File: config.mk
export PLATFORM = sky130hd
export DESIGN_NAME = packet_protocol_classifier
export DESIGN_NICKNAME = d
export VERILOG_FILES = /design/src/pcls_pkg.sv /design/src/pcls_capture.sv /design/src/pcls_classify.sv /design/src/packet_protocol_classifier.sv
export SDC_FILE = /design/constraint.sdc
export NUM_CORES = 1
export LEC_CHECK = 0
export BUFFER_PORTS_ARGS = -buffer_cell sky130_fd_sc_hd__buf_2
export CORE_MARGIN = 3
export CORE_UTILIZATION = 45
export CTS_CLUSTER_DIAMETER = 150
export DETAILED_ROUTE_END_ITERATION = 8
export PLACE_DENSITY_LB_ADDON = 0.08
export REMOVE_ABC_BUFFERS = 1
export SLEW_MARGIN = 40
export SYNTH_ARGS = -nofsm -noshare
export SYNTH_HDL_FRONTEND = slang
export SYNTH_SLANG_ARGS = --single-unit
export TNS_END_PERCENT = 5
File: constraint.sdc
create_clock -name clk -period 8.1 [get_ports clk]
set_clock_uncertainty 0.2 [all_clocks]
set_input_delay 1.62 -clock clk [delete_from_list [all_inputs] [get_ports clk]]
set_output_delay 1.62 -clock clk [all_outputs]
set_load 0.005 [all_outputs]
File: src/pcls_pkg.sv
// Package for the packet protocol classifier: widths, header offsets, codes and types.
// Used by every module of the block; depends on nothing.
package pcls_pkg;

	localparam int POS_W  = 16;
	localparam int BASE_W = 7;

	localparam logic [POS_W-1:0] POS_MAX = '1;

	localparam logic [15:0] ET_IPV4 = 16'h0800;
	localparam logic [15:0] ET_ARP  = 16'h0806;
	localparam logic [15:0] ET_IPV6 = 16'h86DD;

	localparam logic [POS_W-1:0] POS_ET_HI    = 16'd12;
	localparam logic [POS_W-1:0] POS_ET_LO    = 16'd13;
	localparam logic [POS_W-1:0] POS_IHL      = 16'd14;
	localparam logic [POS_W-1:0] POS_V6_NEXT  = 16'd20;
	localparam logic [POS_W-1:0] POS_V4_PROTO = 16'd23;

	localparam logic [POS_W-1:0] ETH_HDR_LEN  = 16'd14;
	localparam logic [POS_W-1:0] IPV4_MIN_LEN = 16'd34;
	localparam logic [POS_W-1:0] IPV6_MIN_LEN = 16'd54;

	localparam logic [BASE_W-1:0] V4_L4_BASE = 7'd14;
	localparam logic [BASE_W-1:0] V6_L4_BASE = 7'd54;

	localparam logic [7:0] PROTO_TCP = 8'd6;
	localparam logic [7:0] PROTO_UDP = 8'd17;

	localparam logic [15:0] PORT_HTTP   = 16'd80;
	localparam logic [15:0] PORT_HTTPS  = 16'd443;
	localparam logic [15:0] PORT_DNS    = 16'd53;
	localparam logic [15:0] PORT_DHCP_S = 16'd67;
	localparam logic [15:0] PORT_DHCP_C = 16'd68;

	typedef enum logic [3:0] {
		CLS_UNKNOWN = 4'd0,
		CLS_ARP     = 4'd1,
		CLS_IPV4    = 4'd2,
		CLS_IPV6    = 4'd3,
		CLS_TCP     = 4'd4,
		CLS_UDP     = 4'd5,
		CLS_HTTP    = 4'd6,
		CLS_HTTPS   = 4'd7,
		CLS_DNS     = 4'd8,
		CLS_DHCP    = 4'd9
	} class_t;

	// Frame state as it stands after the byte in the input register is taken in.
	typedef struct packed {
		logic [POS_W-1:0]  len;
		logic [15:0]       eth_type;
		logic              ip;
		logic [BASE_W-1:0] base;
		logic [7:0]        protocol;
		logic [15:0]       l4_src;
		logic [15:0]       l4_dst;
	} frame_info_t;

endpackage

File: src/pcls_capture.sv
// Per-frame byte counter and header field capture for the packet protocol classifier.
// Depends on pcls_pkg; holds the frame state and shows it as updated by the current byte.
module pcls_capture import pcls_pkg::*; (
	input  logic        clk,
	input  logic        arst_n,
	input  logic        step,
	input  logic        last,
	input  logic [7:0]  data,
	output frame_info_t info
);

	logic [POS_W-1:0]  pos_q;
	logic [15:0]       et_q;
	logic [3:0]        hw_q;
	logic [7:0]        proto_q;
	logic [15:0]       sp_q;
	logic [15:0]       dp_q;

	logic [15:0]       et_n;
	logic [3:0]        hw_n;
	logic [7:0]        proto_n;
	logic [15:0]       sp_n;
	logic [15:0]       dp_n;
	logic              past_eth;
	logic              is_v4;
	logic              is_v6;
	logic [BASE_W-1:0] base;
	logic [POS_W-1:0]  base_p0;
	logic [POS_W-1:0]  base_p1;
	logic [POS_W-1:0]  base_p2;
	logic [POS_W-1:0]  base_p3;
	logic [POS_W-1:0]  len;

	always_comb begin
		et_n = et_q;
		if (pos_q == POS_ET_HI) begin
			et_n = {data, et_q[7:0]};
		end else if (pos_q == POS_ET_LO) begin
			et_n = {et_q[15:8], data};
		end
		hw_n     = (pos_q == POS_IHL) ? data[3:0] : hw_q;
		past_eth = (pos_q >= POS_IHL);
		is_v4    = past_eth && (et_n == ET_IPV4);
		is_v6    = past_eth && (et_n == ET_IPV6);
		base     = is_v4 ? (V4_L4_BASE + {1'b0, hw_n, 2'b00}) : V6_L4_BASE;
		base_p0  = {{(POS_W-BASE_W){1'b0}}, base};
		base_p1  = base_p0 + 16'd1;
		base_p2  = base_p0 + 16'd2;
		base_p3  = base_p0 + 16'd3;

		proto_n = proto_q;
		if ((is_v4 && pos_q == POS_V4_PROTO) || (is_v6 && pos_q == POS_V6_NEXT)) begin
			proto_n = data;
		end
		sp_n = sp_q;
		dp_n = dp_q;
		if (is_v4 || is_v6) begin
			if (pos_q == base_p0) sp_n[15:8] = data;
			if (pos_q == base_p1) sp_n[7:0]  = data;
			if (pos_q == base_p2) dp_n[15:8] = data;
			if (pos_q == base_p3) dp_n[7:0]  = data;
		end
		len = (pos_q == POS_MAX) ? POS_MAX : pos_q + 16'd1;
	end

	assign info = '{
		len:      len,
		eth_type: et_n,
		ip:       is_v4 || is_v6,
		base:     base,
		protocol: proto_n,
		l4_src:   sp_n,
		l4_dst:   dp_n
	};

	always_ff @(posedge clk or negedge arst_n) begin
		if (!arst_n) begin
			pos_q   <= '0;
			et_q    <= '0;
			hw_q    <= '0;
			proto_q <= '0;
			sp_q    <= '0;
			dp_q    <= '0;
		end else if (step) begin
			if (last) begin
				pos_q   <= '0;
				et_q    <= '0;
				hw_q    <= '0;
				proto_q <= '0;
				sp_q    <= '0;
				dp_q    <= '0;
			end else begin
				pos_q   <= len;
				et_q    <= et_n;
				hw_q    <= hw_n;
				proto_q <= proto_n;
				sp_q    <= sp_n;
				dp_q    <= dp_n;
			end
		end
	end

endmodule

File: src/pcls_classify.sv
// Classification of a finished frame for the packet protocol classifier.
// Depends on pcls_pkg; purely combinational, from the captured frame state to the result fields.
module pcls_classify import pcls_pkg::*; (
	input  frame_info_t info,
	output class_t      cls,
	output logic [15:0] eth_type,
	output logic [7:0]  next_protocol,
	output logic [15:0] source_port,
	output logic [15:0] destination_port
);

	logic [POS_W-1:0] need_sp;
	logic [POS_W-1:0] need_dp;
	logic             has_sp;
	logic             ports;
	logic             ip_long;
	logic             tcp_http;
	logic             tcp_https;
	logic             any_dns;
	logic             udp_dhcp;

	always_comb begin
		need_sp   = {{(POS_W-BASE_W){1'b0}}, info.base} + 16'd2;
		need_dp   = {{(POS_W-BASE_W){1'b0}}, info.base} + 16'd4;
		has_sp    = info.len >= need_sp;
		ports     = info.len >= need_dp;
		ip_long   = (info.eth_type == ET_IPV4 && info.len >= IPV4_MIN_LEN) ||
			(info.eth_type == ET_IPV6 && info.len >= IPV6_MIN_LEN);
		tcp_http  = info.l4_src == PORT_HTTP  || info.l4_dst == PORT_HTTP;
		tcp_https = info.l4_src == PORT_HTTPS || info.l4_dst == PORT_HTTPS;
		any_dns   = info.l4_src == PORT_DNS   || info.l4_dst == PORT_DNS;
		udp_dhcp  = info.l4_src == PORT_DHCP_S || info.l4_dst == PORT_DHCP_S ||
			info.l4_src == PORT_DHCP_C || info.l4_dst == PORT_DHCP_C;

		cls              = CLS_UNKNOWN;
		eth_type         = '0;
		next_protocol    = '0;
		source_port      = '0;
		destination_port = '0;

		if (info.len >= ETH_HDR_LEN) begin
			eth_type = info.eth_type;
			if (info.ip) begin
				next_protocol = info.protocol;
				if (has_sp) source_port = info.l4_src;
				if (ports) destination_port = info.l4_dst;
			end
			if (info.eth_type == ET_ARP) begin
				cls = CLS_ARP;
			end else if (ip_long) begin
				if (info.protocol == PROTO_TCP) begin
					cls = CLS_TCP;
					if (ports && tcp_http) begin
						cls = CLS_HTTP;
					end else if (ports && tcp_https) begin
						cls = CLS_HTTPS;
					end else if (ports && any_dns) begin
						cls = CLS_DNS;
					end
				end else if (info.protocol == PROTO_UDP) begin
					cls = CLS_UDP;
					if (ports && any_dns) begin
						cls = CLS_DNS;
					end else if (ports && udp_dhcp) begin
						cls = CLS_DHCP;
					end
				end else begin
					cls = (info.eth_type == ET_IPV4) ? CLS_IPV4 : CLS_IPV6;
				end
			end
		end
	end

endmodule

File: src/packet_protocol_classifier.sv
// Top level of the packet protocol classifier: input register, frame capture, classification
// and result register. Depends on pcls_pkg, pcls_capture and pcls_classify.
//
// The block takes an Ethernet frame one byte per transaction and, for the byte marked last,
// delivers one result transaction with the class, EtherType, protocol byte, both L4 ports and
// the frame length. It accepts one byte every clock cycle unless stalled as below. The accepting
// edge loads a byte into the input register; when the last byte advances out of it, that edge
// loads the result register, from which the result is shown. The input stalls only while a
// last byte sits in the input register and the previous result is still held in the result
// register and not yet taken; bytes offered behind it wait as well.
module packet_protocol_classifier import pcls_pkg::*; (
	input  logic        clk,
	input  logic        arst_n,
	input  logic        in_valid,
	output logic        in_ready,
	input  logic [7:0]  data_byte,
	input  logic        last_byte,
	output logic        out_valid,
	input  logic        out_ready,
	output logic [3:0]  class_code,
	output logic [15:0] eth_type,
	output logic [7:0]  next_protocol,
	output logic [15:0] source_port,
	output logic [15:0] destination_port,
	output logic [15:0] frame_length
);

	logic        valid_s1;
	logic [7:0]  data_s1;
	logic        last_s1;
	logic        advance;
	frame_info_t info;
	class_t      cls;
	logic [15:0] et_c;
	logic [7:0]  np_c;
	logic [15:0] sp_c;
	logic [15:0] dp_c;

	logic        out_valid_q;
	logic [3:0]  class_q;
	logic [15:0] et_q;
	logic [7:0]  np_q;
	logic [15:0] sp_q;
	logic [15:0] dp_q;
	logic [15:0] len_q;

	assign advance  = valid_s1 && (!last_s1 || !out_valid_q || out_ready);
	assign in_ready = !valid_s1 || advance;

	always_ff @(posedge clk or negedge arst_n) begin
		if (!arst_n) begin
			valid_s1 <= 1'b0;
		end else if (in_ready) begin
			valid_s1 <= in_valid;
		end
	end

	always_ff @(posedge clk) begin
		if (in_ready && in_valid) begin
			data_s1 <= data_byte;
			last_s1 <= last_byte;
		end
	end

	pcls_capture u_capture (
		.clk    (clk),
		.arst_n (arst_n),
		.step   (advance),
		.last   (last_s1),
		.data   (data_s1),
		.info   (info)
	);

	pcls_classify u_classify (
		.info             (info),
		.cls              (cls),
		.eth_type         (et_c),
		.next_protocol    (np_c),
		.source_port      (sp_c),
		.destination_port (dp_c)
	);

	always_ff @(posedge clk or negedge arst_n) begin
		if (!arst_n) begin
			out_valid_q <= 1'b0;
		end else if (advance && last_s1) begin
			out_valid_q <= 1'b1;
		end else if (out_ready) begin
			out_valid_q <= 1'b0;
		end
	end

	always_ff @(posedge clk) begin
		if (advance && last_s1) begin
			class_q <= cls;
			et_q    <= et_c;
			np_q    <= np_c;
			sp_q    <= sp_c;
			dp_q    <= dp_c;
			len_q   <= info.len;
		end
	end

	assign out_valid        = out_valid_q;
	assign class_code       = class_q;
	assign eth_type         = et_q;
	assign next_protocol    = np_q;
	assign source_port      = sp_q;
	assign destination_port = dp_q;
	assign frame_length     = len_q;

endmodule

==> metrics <==
Area Overhead vs Synth=14.87%; cell at the root of the clock tree=clkbuf_16; Final period util=0.7878; initial antenna violation count=0; Syn Std Cell Area=8914 µm²; Seq. cell area=4504 µm²; Commonest cells post-synth=nand2_1 (182), edfxtp_1 (85), o21ai_0 (80), dfrtp_1 (78), nor2_1 (75); status=finished, final reports clean; largest net degree at the start of global routing=79; Post-route DRC=0; Die H=146.7 µm; normalized max-slew margin=0.4823; crit path DAT=6370 ps; MaxCap Viol Count=0; Starting Density=0.4671; Worst-path clk slew=70 ps; Synth area leaders=edfxtp_1 (29%), dfrtp_1 (22%), nand2_1 (7.7%); # clock sinks=163; total number of yosys warnings=0; number of buffers created by CTS=17; post-synthesis sequential area ratio=0.5053; largest area contributor in the netlist=edfxtp_1; Pins Over Slew Limit=0; Setup violations, final=0; Req. time, crit path=8090 ps; Fillers=1,750; top-area cell type share of the netlist area=0.2864; HPWL Detailed=16,790 µm; routed vias=7,381; Finished Cell Area=10,240 µm²; Post-CTS Setup Inserts=0; CP Class=flop to flop; Hold Violations, Final=0; Synth Area per Inst=9.533 µm²; f_max=156.7 MHz; 1st-pass router iterations=5; die area=21,530 µm²; number of global-route vias before repair=6,862; Total GRT Usage=0.2341; Mapped Cells=935; clock buffer depth=2; num rows=50; Ports=91; PwrDens=179.9 nW/µm²; GRT overflow=0; post_cts resized=0; number of enable flip-flop cells after synthesis=85; fraction of layout cells with a size suffix above 1=0.1616; worst slew pin tran=773.6 ps; Setup TNS=0 ps; DR iter-0 viols=784; input/output buffers=90; drt wl/cell=19.33 µm; Routed WL=24,880 µm; leakage=3.889 nW; crit path max fanout=14; CP endpoint kind=flop; Final nets=1,039; post-cts hold buffer count=0; crit path launch type=flop; Synth Register Bits=163; Placer Congestion=0.9048; ant diodes=0; Horiz. Die Dim=146.7 µm; first-pass GRT wire length=39,440 µm; via/cell ratio=5.735; dpl cells=1,253; Final Core Density=0.5366; Core ar.=19,080 µm²; Clock H-tree levels=4; multi-input gate area in the final layout=4160 µm²; Skew-Pair Late Insertion Delay=430 ps; library cells used by synthesis=79; VDD IR max=137.8 µV; Routed Antenna Nets=0; RSZ-0062 raised after global routing=false; asr flop ratio synth=0.4785; min cycle time layout=6381 ps; type of the most critical hold path=flop to flop; CTS tree=done; count leader, synth=nand2_1; fin cells=1,287; Synth Flop Type=edfxtp_1; area post-placement=9642 µm²
## placed cells by master (no fill, tap or decap), drive strengths merged, types with 5 or more instances in the layout
cell / count
mux2i: 42
and2: 5
a21oi: 58
or3: 6
nor3: 26
inv: 28
nand3b: 5
nand2: 182
and3: 6
nor4b: 7
and4b: 5
dfrtp: 78
nor2: 75
nand3: 22
edfxtp: 85
clkbuf: 20
nand2b: 19
clkinv: 6
o21ai: 91
o22ai: 7
xor2: 5
xnor2: 14
ha: 12
buf: 106
nand4: 10
nor4: 20
mux2: 6
or4: 10
## sequential cells by signal (all words and copies together) (netlist names)
register and cells:
last_s1 1, frame_length 16, source_port 16, destination_port 16, eth_type 16, out_valid 1, u_capture.sp_q 16, u_capture.dp_q 16
valid_s1 1, data_s1 8, u_capture.et_q 16, u_capture.proto_q 8, class_code 4, u_capture.hw_q 4, next_protocol 8, u_capture.pos_q 16
## cell families (layout without fill, tap and decap cells)
family / after synthesis / count (layout) / synth area share
buf+inv: 70 / 162 / 0.03228
other cells: 1 / 1 / 0.0004207
fa+ha+maj: 12 / 12 / 0.01684
xor+xnor: 19 / 19 / 0.01867
mux: 48 / 48 / 0.05474
simple gates: 416 / 416 / 0.2336
flops: 163 / 163 / 0.5053
compound gates: 206 / 206 / 0.1381
## stage by stage
stage | setup slack, ps | power (mW) | hold WS (ps)
6_report | 1719 | 1.842 | 311.5
5_1_grt | 1294 | 1.910 | 324.5
4_1_cts | 1461 | 1.851 | 308.1
3_5_place_dp | 1473 | 1.065 | 293.4
3_3_place_gp | 1529 | 1.066 | 283.0
2_1_floorplan | 212.9 | 0.9925 | 262.2
## final timing paths
kind,from,to,slack (ps),cells after the start
worst min-delay path,u_capture.sp_q[12]$_DFFE_PN0P_,u_capture.sp_q[12]$_DFFE_PN0P_,310,2
worst min register to register,u_capture.sp_q[12]$_DFFE_PN0P_,u_capture.sp_q[12]$_DFFE_PN0P_,310,2
min in group asynchronous,arst_n,u_capture.pos_q[8]$_DFFE_PN0P_,880,1
max in group asynchronous,arst_n,u_capture.dp_q[0]$_DFFE_PN0P_,6240,2
worst max register to register,u_capture.pos_q[0]$_DFFE_PN0P_,class_code[2]$_SDFFCE_PP0P_,1720,18
worst max-delay path,u_capture.pos_q[0]$_DFFE_PN0P_,class_code[2]$_SDFFCE_PP0P_,1720,18
## critical path, stage by stage, from the launching register on
cell      delay [ps]
dfrtp_1          440
inv_1            140
ha_1             290
and4b_1          260
and4_1           570
mux2i_1          410
nand3_4          180
nor3_2           420
nand2_1          170
ha_1             360
xor2_1           180
a211oi_1         240
o311a_1          260
and2_1           160
nand3_1          420
mux2_2           440
a32o_1           290
or4_1            540
nor4b_2          180
## area by class of cell
type | count | share of cell area
Sequential cell | 163 | 0.4399
Multi-Input combinational cell | 702 | 0.4063
Timing Repair Buffer | 106 | 0.05756
Clock buffer | 20 | 0.04363
Tap cell | 260 | 0.03177
Clock inverter | 12 | 0.01198
Inverter | 24 | 0.008799
## routing by layer
layer  vias up  wire length [µm]  track usage
met3        35              1482      0.03825
met1      3510             11570       0.3464
met2       289             11350       0.3561
li1       3547                 -            -
met5         -                 0            0
met4         0               478      0.06914
## power by group
group	switching [mW]	internal, mW
Combinational	0.0990	0.0389
Sequential	0.0151	0.897
Clock	0.352	0.439
Total	0.467	1.38
No activity file was read; power rests on OpenSTA's default activity.
